<file path="src/design/ps2_scancode_to_ascii_core_assert.svh">
// Assertion macros for the PS/2 scan code decoder.
// Used by ps2_scancode_to_ascii_core; expects clk_i and rst_ni in scope.
`ifndef PS2_SCANCODE_TO_ASCII_CORE_ASSERT_SVH
`define PS2_SCANCODE_TO_ASCII_CORE_ASSERT_SVH

// same-cycle implication, checked outside reset
`define PS2SC_ASSERT_IMP(lbl, ante, cons, msg) \
  lbl: assert property (@(posedge clk_i) disable iff (!rst_ni) (ante) |-> (cons)) \
    else $error(msg);

// next-cycle implication, checked outside reset
`define PS2SC_ASSERT_NXT(lbl, ante, cons, msg) \
  lbl: assert property (@(posedge clk_i) disable iff (!rst_ni) (ante) |=> (cons)) \
    else $error(msg);

`endif

</file>
<file path="src/design/ps2sc_pkg.sv">
// Types and constants for the PS/2 scan code set 2 decoder.
// No dependencies; used by the decode slice and the top level.
`timescale 1ns / 1ps

package ps2sc_pkg;

  typedef enum logic [1:0] {
    PFX_NONE = 2'd0,
    PFX_SKIP = 2'd1,
    PFX_EXT  = 2'd2
  } prefix_e;

  // prefix and special make codes
  localparam logic [7:0] SC_RELEASE = 8'hF0;
  localparam logic [7:0] SC_EXTEND  = 8'hE0;
  localparam logic [7:0] SC_CAPS    = 8'h58;
  localparam logic [7:0] SC_SPACE   = 8'h29;
  localparam logic [7:0] SC_BKSP    = 8'h66;
  localparam logic [7:0] SC_TAB     = 8'h0D;
  localparam logic [7:0] SC_ENTER   = 8'h5A;
  localparam logic [7:0] SC_ESCAPE  = 8'h76;

  localparam logic [6:0] ASCII_SPACE = 7'h20;
  localparam logic [6:0] ASCII_BS    = 7'h08;
  localparam logic [6:0] ASCII_TAB   = 7'h09;
  localparam logic [6:0] ASCII_LF    = 7'h0A;
  localparam logic [6:0] ASCII_UC_A  = 7'h41;
  localparam logic [6:0] ASCII_LC_A  = 7'h61;
  localparam logic [6:0] ASCII_ZERO  = 7'h30;

  localparam int unsigned NUM_LETTERS = 26;
  localparam int unsigned NUM_DIGITS  = 10;
  localparam int unsigned NUM_FKEYS   = 12;

  // make codes for a..z
  localparam logic [7:0] LETTER_CODES [NUM_LETTERS] = '{
    8'h1C, 8'h32, 8'h21, 8'h23, 8'h24, 8'h2B, 8'h34, 8'h33, 8'h43, 8'h3B, 8'h42, 8'h4B,
    8'h3A, 8'h31, 8'h44, 8'h4D, 8'h15, 8'h2D, 8'h1B, 8'h2C, 8'h3C, 8'h2A, 8'h1D, 8'h22,
    8'h35, 8'h1A
  };

  // make codes for 0..9
  localparam logic [7:0] DIGIT_CODES [NUM_DIGITS] = '{
    8'h45, 8'h16, 8'h1E, 8'h26, 8'h25, 8'h2E, 8'h36, 8'h3D, 8'h3E, 8'h46
  };

  // F1..F12 and the text attribute each requests
  localparam logic [7:0] FKEY_CODES [NUM_FKEYS] = '{
    8'h05, 8'h06, 8'h04, 8'h0C, 8'h03, 8'h0B, 8'h83, 8'h0A, 8'h01, 8'h09, 8'h78, 8'h07
  };
  localparam logic [7:0] FKEY_COLORS [NUM_FKEYS] = '{
    8'h0F, 8'h02, 8'h1E, 8'h02, 8'h02, 8'h02, 8'h02, 8'h02, 8'h02, 8'h02, 8'h02, 8'h02
  };

  typedef struct packed {
    logic       char_valid;
    logic [6:0] char_code;
    logic       color_valid;
    logic [7:0] color_value;
    logic       clear_request;
    logic       caps_state;
  } result_t;

  // decode outcome: result beat plus next decoder state
  typedef struct packed {
    result_t res;
    prefix_e prefix;
    logic    caps;
  } dec_t;

endpackage

</file>
<file path="src/design/ps2sc_if.sv">
// Valid/ready channel interfaces for scan bytes and decoded results.
// No dependencies.
`timescale 1ns / 1ps

interface ps2sc_scan_if;
  logic       valid;
  logic       ready;
  logic [7:0] scan_byte;

  modport source (output valid, output scan_byte, input ready);
  modport sink   (input valid, input scan_byte, output ready);
endinterface

interface ps2sc_result_if;
  logic       valid;
  logic       ready;
  logic       char_valid;
  logic [6:0] char_code;
  logic       color_valid;
  logic [7:0] color_value;
  logic       clear_request;
  logic       caps_state;

  modport source (
    output valid, output char_valid, output char_code, output color_valid,
    output color_value, output clear_request, output caps_state, input ready
  );
  modport sink (
    input valid, input char_valid, input char_code, input color_valid,
    input color_value, input clear_request, input caps_state, output ready
  );
endinterface

</file>
<file path="src/design/ps2sc_decode.sv">
// Combinational decode of one scan code set 2 byte against the prefix state.
// Depends on ps2sc_pkg.
`timescale 1ns / 1ps

module ps2sc_decode (
  input  logic [7:0]         scan_byte_i,
  input  ps2sc_pkg::prefix_e prefix_i,
  input  logic               caps_i,
  output ps2sc_pkg::dec_t    dec_o
);
  import ps2sc_pkg::*;

  logic       letter_hit;
  logic [4:0] letter_idx;
  logic       digit_hit;
  logic [3:0] digit_idx;
  logic       fkey_hit;
  logic [3:0] fkey_idx;
  dec_t       dec;

  // table matches; codes are unique so OR-ing the indices is safe
  always_comb begin
    letter_hit = 1'b0;
    letter_idx = '0;
    digit_hit  = 1'b0;
    digit_idx  = '0;
    fkey_hit   = 1'b0;
    fkey_idx   = '0;
    for (int i = 0; i < NUM_LETTERS; i++) begin
      if (LETTER_CODES[i] == scan_byte_i) begin
        letter_hit = 1'b1;
        letter_idx = letter_idx | 5'(i);
      end
    end
    for (int i = 0; i < NUM_DIGITS; i++) begin
      if (DIGIT_CODES[i] == scan_byte_i) begin
        digit_hit = 1'b1;
        digit_idx = digit_idx | 4'(i);
      end
    end
    for (int i = 0; i < NUM_FKEYS; i++) begin
      if (FKEY_CODES[i] == scan_byte_i) begin
        fkey_hit = 1'b1;
        fkey_idx = fkey_idx | 4'(i);
      end
    end
  end

  always_comb begin
    dec        = '0;
    dec.prefix = PFX_NONE;
    dec.caps   = caps_i;
    case (prefix_i)
      PFX_SKIP: dec.prefix = PFX_NONE;
      PFX_EXT:  dec.prefix = (scan_byte_i == SC_RELEASE) ? PFX_SKIP : PFX_NONE;
      default: begin
        if (scan_byte_i == SC_RELEASE) begin
          dec.prefix = PFX_SKIP;
        end else if (scan_byte_i == SC_EXTEND) begin
          dec.prefix = PFX_EXT;
        end else if (letter_hit) begin
          dec.res.char_valid = 1'b1;
          dec.res.char_code  = (caps_i ? ASCII_UC_A : ASCII_LC_A) + {2'b00, letter_idx};
        end else if (digit_hit) begin
          dec.res.char_valid = 1'b1;
          dec.res.char_code  = ASCII_ZERO + {3'b000, digit_idx};
        end else begin
          case (scan_byte_i)
            SC_SPACE: begin
              dec.res.char_valid = 1'b1;
              dec.res.char_code  = ASCII_SPACE;
            end
            SC_BKSP: begin
              dec.res.char_valid = 1'b1;
              dec.res.char_code  = ASCII_BS;
            end
            SC_TAB: begin
              dec.res.char_valid = 1'b1;
              dec.res.char_code  = ASCII_TAB;
            end
            SC_ENTER: begin
              dec.res.char_valid = 1'b1;
              dec.res.char_code  = ASCII_LF;
            end
            SC_CAPS:   dec.caps = ~caps_i;
            SC_ESCAPE: dec.res.clear_request = 1'b1;
            default: begin
              if (fkey_hit) begin
                dec.res.color_valid = 1'b1;
                dec.res.color_value = FKEY_COLORS[fkey_idx];
              end
            end
          endcase
        end
      end
    endcase
    dec.res.caps_state = dec.caps;
  end

  assign dec_o = dec;

endmodule

</file>
<file path="src/design/ps2_scancode_to_ascii_core.sv">
// Top level of the PS/2 scan code set 2 decoder: byte register, decode, result register.
// Depends on ps2sc_pkg, ps2sc_if, ps2sc_decode and the assertion macro header.
`timescale 1ns / 1ps
//
//  channel   | dir | payload                                           | beats
//  ----------+-----+---------------------------------------------------+---------------
//  scan_i    | in  | scan_byte[7:0]                                    | 1 per byte
//  result_o  | out | char_valid, char_code, color_valid, color_value,  | 1 per byte
//            |     | clear_request, caps_state                         |
//
//  One beat in and one beat out per cycle while result_o is not stalled; a byte passes
//  the byte register, then the result register after the decode compares.
//  Prefix and caps lock state move on as a byte enters the result register.
//  Asynchronous active-low reset clears both valid flags, the prefix and caps lock.
//  A stall on result_o holds the result; scan_i takes a beat while the byte register
//  is empty or drains in the same cycle.

module ps2_scancode_to_ascii_core (
  input  logic                    clk_i,
  input  logic                    rst_ni,
  ps2sc_scan_if.sink              scan_i,
  ps2sc_result_if.source          result_o
);
  import ps2sc_pkg::*;

`include "ps2_scancode_to_ascii_core_assert.svh"

  // byte register stage
  logic       s1_valid_q;
  logic [7:0] s1_byte_q;

  // result register stage
  logic       out_valid_q;
  result_t    out_res_q;

  // decoder state
  prefix_e    prefix_q;
  logic       caps_q;

  logic       out_free;
  logic       s1_move;
  logic       s1_load;
  dec_t       dec;

  // result slot frees when empty or taken this cycle
  assign out_free = !out_valid_q || result_o.ready;
  assign s1_move  = s1_valid_q && out_free;
  assign scan_i.ready = !s1_valid_q || s1_move;
  assign s1_load  = scan_i.valid && scan_i.ready;

  ps2sc_decode u_decode (
    .scan_byte_i (s1_byte_q),
    .prefix_i    (prefix_q),
    .caps_i      (caps_q),
    .dec_o       (dec)
  );

  // control: valid flags and decoder state
  always_ff @(posedge clk_i or negedge rst_ni) begin
    if (!rst_ni) begin
      s1_valid_q  <= 1'b0;
      out_valid_q <= 1'b0;
      prefix_q    <= PFX_NONE;
      caps_q      <= 1'b0;
    end else begin
      if (s1_load) begin
        s1_valid_q <= 1'b1;
      end else if (s1_move) begin
        s1_valid_q <= 1'b0;
      end
      if (s1_move) begin
        out_valid_q <= 1'b1;
        prefix_q    <= dec.prefix;
        caps_q      <= dec.caps;
      end else if (result_o.ready) begin
        out_valid_q <= 1'b0;
      end
    end
  end

  // payload, no reset
  always_ff @(posedge clk_i) begin
    if (s1_load) begin
      s1_byte_q <= scan_i.scan_byte;
    end
    if (s1_move) begin
      out_res_q <= dec.res;
    end
  end

  assign result_o.valid         = out_valid_q;
  assign result_o.char_valid    = out_res_q.char_valid;
  assign result_o.char_code     = out_res_q.char_code;
  assign result_o.color_valid   = out_res_q.color_valid;
  assign result_o.color_value   = out_res_q.color_value;
  assign result_o.clear_request = out_res_q.clear_request;
  assign result_o.caps_state    = out_res_q.caps_state;

  // at most one kind of event per result
  `PS2SC_ASSERT_IMP(a_one_event, out_valid_q, $onehot0({out_res_q.char_valid, out_res_q.color_valid, out_res_q.clear_request}), "more than one event in a result")
  // fields carry zero when their flag is low
  `PS2SC_ASSERT_IMP(a_char_zero, out_valid_q && !out_res_q.char_valid, out_res_q.char_code == 7'd0, "char_code set without char_valid")
  `PS2SC_ASSERT_IMP(a_color_zero, out_valid_q && !out_res_q.color_valid, out_res_q.color_value == 8'd0, "color_value set without color_valid")
  // decoder state changes only when a byte is decoded
  `PS2SC_ASSERT_NXT(a_state_hold, !s1_move, $stable(caps_q) && $stable(prefix_q), "decoder state moved without a byte")
  // release byte with no prefix pending arms a skip
  `PS2SC_ASSERT_NXT(a_release_skip, s1_move && prefix_q == PFX_NONE && s1_byte_q == SC_RELEASE, prefix_q == PFX_SKIP, "release prefix not latched")

endmodule
</file>
<file path="src/flat_wrapper.sv">
// flat-port wrapper written by rule: the top's interface ports become plain ports
module ps2_scancode_to_ascii_core_flat import ps2sc_pkg::*;
  (clk_i, rst_ni, scan_i_valid, scan_i_scan_byte, scan_i_ready, result_o_valid, result_o_char_valid, result_o_char_code, result_o_color_valid, result_o_color_value, result_o_clear_request, result_o_caps_state, result_o_ready);
  ps2sc_scan_if scan_i_i ();
  ps2sc_result_if result_o_i ();
  input  logic clk_i;
  input  logic rst_ni;
  input wire logic [$bits(scan_i_i.valid)-1:0] scan_i_valid;
  input wire logic [$bits(scan_i_i.scan_byte)-1:0] scan_i_scan_byte;
  output wire logic [$bits(scan_i_i.ready)-1:0] scan_i_ready;
  output wire logic [$bits(result_o_i.valid)-1:0] result_o_valid;
  output wire logic [$bits(result_o_i.char_valid)-1:0] result_o_char_valid;
  output wire logic [$bits(result_o_i.char_code)-1:0] result_o_char_code;
  output wire logic [$bits(result_o_i.color_valid)-1:0] result_o_color_valid;
  output wire logic [$bits(result_o_i.color_value)-1:0] result_o_color_value;
  output wire logic [$bits(result_o_i.clear_request)-1:0] result_o_clear_request;
  output wire logic [$bits(result_o_i.caps_state)-1:0] result_o_caps_state;
  input wire logic [$bits(result_o_i.ready)-1:0] result_o_ready;
  assign scan_i_i.valid = scan_i_valid;
  assign scan_i_i.scan_byte = scan_i_scan_byte;
  assign scan_i_ready = scan_i_i.ready;
  assign result_o_valid = result_o_i.valid;
  assign result_o_char_valid = result_o_i.char_valid;
  assign result_o_char_code = result_o_i.char_code;
  assign result_o_color_valid = result_o_i.color_valid;
  assign result_o_color_value = result_o_i.color_value;
  assign result_o_clear_request = result_o_i.clear_request;
  assign result_o_caps_state = result_o_i.caps_state;
  assign result_o_i.ready = result_o_ready;
  ps2_scancode_to_ascii_core u_core (.clk_i(clk_i), .rst_ni(rst_ni), .scan_i(scan_i_i), .result_o(result_o_i));
endmodule
</file>
<file path="config.mk">
export PLATFORM = sky130hd
export DESIGN_NAME = ps2_scancode_to_ascii_core_flat
export DESIGN_NICKNAME = d
export VERILOG_FILES = /design/src/design/ps2sc_pkg.sv /design/src/design/ps2sc_if.sv /design/src/design/ps2sc_decode.sv /design/src/design/ps2_scancode_to_ascii_core.sv /design/src/flat_wrapper.sv
export VERILOG_INCLUDE_DIRS = /design/src /design/src/design
export SDC_FILE = /design/constraint.sdc
export NUM_CORES = 1
export LEC_CHECK = 0
export CAP_MARGIN = 20
export CORE_ASPECT_RATIO = 1.1
export CORE_MARGIN = 3
export CORE_UTILIZATION = 35
export CTS_CLUSTER_SIZE = 30
export DETAILED_ROUTE_END_ITERATION = 10
export DONT_BUFFER_PORTS = 1
export SYNTH_ARGS = -nofsm -noshare
export SYNTH_HDL_FRONTEND = slang
export SYNTH_SLANG_ARGS = --single-unit
</file>
<file path="constraint.sdc">
create_clock -name clk_i -period 4.7 [get_ports clk_i]
set_input_delay 0.705 -clock clk_i [delete_from_list [all_inputs] [get_ports clk_i]]
set_output_delay 0.705 -clock clk_i [all_outputs]
set_load 0.01 [all_outputs]
</file>
# ---- Yosys cells after proc, flatten, opt, wreduce, memory -nomap -nowiden
# Memories as Yosys holds them, arrays and structs flattened.
# Index checks and enable logic that the tools add are counted.
dict set report op_classes {
  n_addsub 2
  magnitude_cmp 1
  eq_ne 58
  mux 178
  bitwise_logic 2
  reduce_logical 10
}
# op count
set op_table {}
lappend op_table {{6-bit by 8-bit equality test with 1-bit output, first input constant} 22}
lappend op_table {{8-bit 2-to-1 mux} 16}
lappend op_table {{9-bit 2-to-1 mux} 13}
lappend op_table {{10-bit 2-to-1 mux} 9}
lappend op_table {{18-bit 2-to-1 mux} 5}
lappend op_table {{1-bit 2-to-1 mux} 85}
lappend op_table {{7-bit by 8-bit equality test with 1-bit output, first input constant} 8}
lappend op_table {{5-bit by 8-bit equality test with 1-bit output, first input constant} 7}
lappend op_table {{4-bit 2-to-1 mux} 14}
lappend op_table {{5-bit 2-to-1 mux} 10}
lappend op_table {{3-bit 2-to-1 mux} 12}
lappend op_table {{3-bit by 8-bit equality test with 1-bit output, first input constant} 4}
lappend op_table {{4-bit by 8-bit equality test with 1-bit output, first input constant} 4}
lappend op_table {{8-bit by 7-bit equality test with 1-bit output, second input constant} 4}
lappend op_table {{8-bit case mux with 4 select lines} 1}
lappend op_table {{2-bit 2-to-1 mux} 11}
lappend op_table {{8-bit equality test, second input constant} 2}
lappend op_table {{1-bit by 8-bit equality test with 1-bit output, first input constant} 1}
lappend op_table {{2-bit by 8-bit equality test with 1-bit output, first input constant} 1}
lappend op_table {{8-bit by 4-bit equality test with 1-bit output, second input constant} 1}
lappend op_table {{8-bit by 6-bit equality test with 1-bit output, second input constant} 1}
lappend op_table {{8-bit equality test, first input constant} 1}
lappend op_table {{6-bit by 4-bit adder with 7-bit output, first input constant} 1}
lappend op_table {{7-bit by 5-bit adder with 7-bit output} 1}
lappend op_table {{13 further kinds} 17}
dict set report word_totals {
  register_bits 32
  rom_bits 128
  out_inout_bits 21
  word_cells 263
  mem_count 1
}
# memory words width read_ports rd_clocked_by_memory_dff wr line_no
set memory_table {}
lappend memory_table {{(no name shown)} 16 8 1 0 0 ps2sc_decode.sv:90} ;# dec.res.color_value = FKEY_COLORS[fkey_idx];

# ---- Logic depth before layout (Yosys ltp)
dict set report depth {
  ltp_word 51
  depth_mapped 9
  depth_no_buf 7
}

# ---- By module
# From an unflattened synthesis, not the netlist that was laid out.
dict set report hier_totals {
  hier_cells 228
  area_unflattened_um2 2262.2
}
# module instances cells_per_inst area_per_inst_um2
set modules_own_cells {}
lappend modules_own_cells {ps2sc_decode 1 186 1224.9}
lappend modules_own_cells {ps2_scancode_to_ascii_core 1 42 1037.2}

# ---- Worst setup path before layout
# OpenSTA, ideal clock, no wires.
dict set report synth_path {
  kind {register -> register}
  from {register u_core.s1_byte_q[5]}
  to {register u_core.out_res_q, in the netlist u_core.result_o.char_code[2], data pin}
  setup_time_ps 262
  arrival_time_ps 1876
  slack_ps 2562
  path_stages_with_launch 9
  path_buffers 1
  cell_sequence {edfxtp_1 > buf_4 > or4b_4 > a211oi_1 > o21bai_1 > nand4_2 > ha_1 > xnor2_1 > o22ai_1}
}
dict set report synth_via {
  elab_chain_cells 36
  word_cells_on_any_way 124
}
# element line_no
set synth_lines {}
lappend synth_lines {{start: declaration} ps2_scancode_to_ascii_core.sv:30} ;# logic [7:0] s1_byte_q;
lappend synth_lines {{start signal: assignment} ps2_scancode_to_ascii_core.sv:84} ;# s1_byte_q <= scan_i.scan_byte;
lappend synth_lines {{6-bit by 8-bit equality test with 1-bit output or 5-bit by 8-bit equality test with 1-bit output (tied branches)} ps2sc_decode.sv:30} ;# if (LETTER_CODES[i] == scan_byte_i) begin
lappend synth_lines {{1-bit 2-to-1 mux} ps2sc_decode.sv:30}
lappend synth_lines {{2-bit 2-to-1 mux or 1-bit 2-to-1 mux (tied branches) (2 in series)} ps2sc_decode.sv:30}
lappend synth_lines {{3-bit 2-to-1 mux or 1-bit 2-to-1 mux (tied branches) (4 in series)} ps2sc_decode.sv:30}
lappend synth_lines {{4-bit 2-to-1 mux or 1-bit 2-to-1 mux (tied branches) (8 in series)} ps2sc_decode.sv:30}
lappend synth_lines {{5-bit 2-to-1 mux or 1-bit 2-to-1 mux (tied branches) (10 in series)} ps2sc_decode.sv:30}
lappend synth_lines {{7-bit by 5-bit adder with 7-bit output or 1-bit 2-to-1 mux (tied branches)} {ps2sc_decode.sv:63, ps2sc_decode.sv:30}}
lappend synth_lines {{8-bit 2-to-1 mux} ps2sc_decode.sv:61} ;# end else if (letter_hit) begin
lappend synth_lines {{8-bit 2-to-1 mux} ps2sc_decode.sv:59} ;# end else if (scan_byte_i == SC_EXTEND) begin
lappend synth_lines {{8-bit 2-to-1 mux} ps2sc_decode.sv:57} ;# if (scan_byte_i == SC_RELEASE) begin
lappend synth_lines {{8-bit 2-to-1 mux} ps2sc_decode.sv:53} ;# case (prefix_i)
lappend synth_lines {{18-bit 2-to-1 mux} ps2sc_decode.sv:59}
lappend synth_lines {{18-bit 2-to-1 mux} ps2sc_decode.sv:57}
lappend synth_lines {{18-bit 2-to-1 mux} ps2sc_decode.sv:53}
lappend synth_lines {{18-bit 2-to-1 mux *} ps2sc_decode.sv:57}
lappend synth_lines {{18-bit 2-to-1 mux *} ps2sc_decode.sv:53}
lappend synth_lines {{end signal: assignment} ps2_scancode_to_ascii_core.sv:87} ;# out_res_q <= dec.res;
lappend synth_lines {{end: declaration} ps2_scancode_to_ascii_core.sv:34} ;# result_t out_res_q;
# Mark *: on every way between the ends. The rest lies on a longest branch, timed or not. The select of a mux whose other input is x is not followed.
# A chain may end at the register's enable or synchronous reset.

# ---- Final worst setup path
dict set report layout_path {
  from {register u_core.s1_byte_q[4]}
  to {register u_core.out_res_q, in the netlist u_core.result_o.char_code[2], data pin}
}
# Same word-level chain as after synthesis.

==> results.sh <==
export IMPL_outcome="finished clean"
export IMPL_ctsLongestPathBuffers=2
export IMPL_synth_main_ff_cell="edfxtp_1"
export IMPL_timing_setup_tns_ns=0
export IMPL_place_gp_congestion=0.873
export IMPL_setup_violations=0
export IMPL_synthMostInstantiatedCell="edfxtp_1"
export IMPL_synth_seq_cells=28
export IMPL_final_util=0.371
export IMPL_grtUsageTotal=0.149
export IMPL_fill_cells=662
export IMPL_grt_antenna_before_repair=0
export IMPL_avgSynthCellArea_um2=8.97
export IMPL_totalWireLength_um=5210
export IMPL_pre_cts_slack_ns=1.97
export IMPL_start_util=0.364
export IMPL_via_per_inst=6.00
export IMPL_synth_edf_count=23
export IMPL_cap_violations=0
export IMPL_fin_nets=250
export IMPL_required_ns=4.73
export IMPL_end_kind="register"
export IMPL_netlist_cell_type_count=66
export IMPL_ant_nets=0
export IMPL_root_buffer="clkbuf_8"
export IMPL_synth_top_area_frac=0.304
export IMPL_ctsResizeCount=0
export IMPL_dr_pass1_iters=4
export IMPL_clk_latency_ns=0.28
export IMPL_tightest_slew_ns=0.973
export IMPL_wl_per_cell_um=16.6
export IMPL_cts_tree="yes"
export IMPL_slew_viol_final=0
export IMPL_netlist_instances=253
export IMPL_fin_crit_sh=0.582
export IMPL_fp_dieW_um=82.8
export IMPL_max_slew_margin=0.351
export IMPL_cts_clk_slew_worst_paths_ns=0.10
export IMPL_area_growth_pct=1.93
export IMPL_port_buffer_count=0
export IMPL_ioPinCount=33
export IMPL_synth_common_cells="23 x edfxtp_1, 19 x nand2_1, 19 x nor2_1"
export IMPL_drtIter0Drc=210
export IMPL_antennaDiodeCount=0
export IMPL_async_reset_ff_frac=0.179
export IMPL_p_per_area_nw_per_um2=261
export IMPL_layout_setup_ws_ns=1.97
export IMPL_syn_area_um2=2270
export IMPL_criticalPathCategory="reg2reg"
export IMPL_grt_max_degree=32
export IMPL_start_kind="register"
export IMPL_core_area_um2=6230
export IMPL_die_y_um=90.5
export IMPL_period_minus_slack_ns=2.73
export IMPL_p_total_mw=0.604
export IMPL_cts_max_level=1
export IMPL_leakagePower_nw=0.759
export IMPL_vdd_drop_max_mv=0.176
export IMPL_hold_viol_final=0
export IMPL_cp_max_fo=31
export IMPL_fmax_mhz=366
export IMPL_num_vias=1885
export IMPL_grt_ovfl_total=0
export IMPL_synth_seq_area_share=0.359
export IMPL_fin_skew_ns=0.00928
export IMPL_route_detailed_drc=0
export IMPL_drive_above_1_share=0.0983
export IMPL_cts_setup_buffers=0
export IMPL_synth_area_leaders="edfxtp_1 30%, dfrtp_1 5.5%, nand2b_1 4.1%, nand2_1 3.1%, nor2_1 3.1%"
export IMPL_cts_sinks=28
export IMPL_holdBufCountCts=0
export IMPL_cts_made_buffers=3
export IMPL_rsz0062_at_grt="false"
export IMPL_crit_arrival_ns=2.76
export IMPL_dieArea_um2=7490
export IMPL_dpl_hpwl_um=3700
export IMPL_grt_pass1_wl_um=9090
export IMPL_first_global_vias=1767
export IMPL_num_rows=30
export IMPL_synth_warnings=0
export IMPL_synth_top_cell_by_area="edfxtp_1"
export IMPL_min_path_type="in2async"
[per-stage QoR]
| step | area [um2] | std cells | hold WS (ns) |
|---|---|---|---|
| 3_3_place_gp | 2240 | 310 | 0.410 |
| 5_1_grt | 2310 | 314 | 0.0820 |
| 6_report | 2310 | 314 | 0.104 |
| 2_1_floorplan | 2280 | 255 | 0.409 |
| 4_1_cts | 2310 | 314 | 0.0977 |
| 3_5_place_dp | 2240 | 310 | 0.410 |
[worst max-delay path, stage by stage, from the launching register on]
cell and delay (ns):
edfxtp_1 0.79, or3b_1 0.59, o32ai_1 0.35, o21ai_2 0.14, o211ai_1 0.18, ha_1 0.22
xnor2_1 0.12, o22ai_1 0.10
[final cells by class]
class / instances / area, um2 / area share
multi-input combinational: 196 / 1300 / 0.562
sequential: 28 / 816 / 0.353
tap: 80 / 100 / 0.0433
clock buffer: 3 / 41.3 / 0.0178
clock inverter: 1 / 30.0 / 0.0130
inverter: 5 / 18.8 / 0.00811
timing repair buffer: 1 / 7.51 / 0.00324
[layer usage]
| layer | vias to the layer above | track usage | wire length (um) |
|---|---|---|---|
| li1 | 905 | - | - |
| met5 | - | 0 | 0 |
| met2 | 85 | 0.213 | 2380 |
| met3 | 4 | 0.0299 | 324 |
| met1 | 891 | 0.234 | 2470 |
| met4 | 0 | 0.0204 | 27 |
[flip-flops by register name, indices dropped and copies added, names as in the netlist]
register and cells:
u_core.result_o.color_value 4, u_core.prefix_q 2, u_core.result_o.char_code 7, u_core.result_o.color_valid 1, u_core.s1_valid_q 1, u_core.result_o.valid 1
u_core.result_o.char_valid 1, u_core.caps_q 1, u_core.result_o.caps_state 1, u_core.s1_byte_q 8, u_core.result_o.clear_request 1
[report_power, final]
group / total, mW / internal (mW) / switching, mW / leakage [nW]
Sequential: 0.325 / 0.290 / 0.0352 / 0.290
Combinational: 0.0888 / 0.0350 / 0.0539 / 0.433
Clock: 0.190 / 0.114 / 0.0756 / 0.0357
[path summary, 6_finish.rpt]
kind	startpoint	endpoint	slack (ns)	depth (start not counted)
max	u_core.s1_byte_q[4]	u_core.result_o.char_code[2]	1.97	7
min	rst_ni	u_core.prefix_q[0]	0.10	0
max reg2reg	u_core.s1_byte_q[4]	u_core.result_o.char_code[2]	1.97	7
min reg2reg	u_core.s1_valid_q	u_core.result_o.valid	0.51	1
max in group asynchronous	rst_ni	u_core.prefix_q[1]	4.52	0
min in group clk_i	u_core.s1_valid_q	u_core.result_o.valid	0.51	1
[cell families (layout without fill, tap and decap cells)]
| group | count (synthesis) | after routing | share of synthesized area |
|---|---|---|---|
| compound gates | 59 | 59 | 0.185 |
| xor+xnor | 8 | 8 | 0.0309 |
| fa+ha+maj | 4 | 4 | 0.0210 |
| buf+inv | 31 | 10 | 0.0711 |
| flops | 28 | 28 | 0.359 |
| mux | 3 | 3 | 0.0138 |
| other cells | 1 | 3 | 0.00165 |
| simple gates | 119 | 119 | 0.317 |
[placed cells by master (no fill, tap or decap), types with 7 or more instances in the layout]
cell type / netlist / layout
a21oi_1: 8 / 8
nor3_1: 9 / 9
nor2b_1: 7 / 7
edfxtp_1: 23 / 23
o21ai_0: 10 / 10
nand2b_1: 15 / 15
nand3_1: 10 / 10
nor2_1: 19 / 19
o22ai_1: 9 / 9
nor4_1: 7 / 7
nand2_1: 19 / 19
Power figures use the tool's default switching activity.
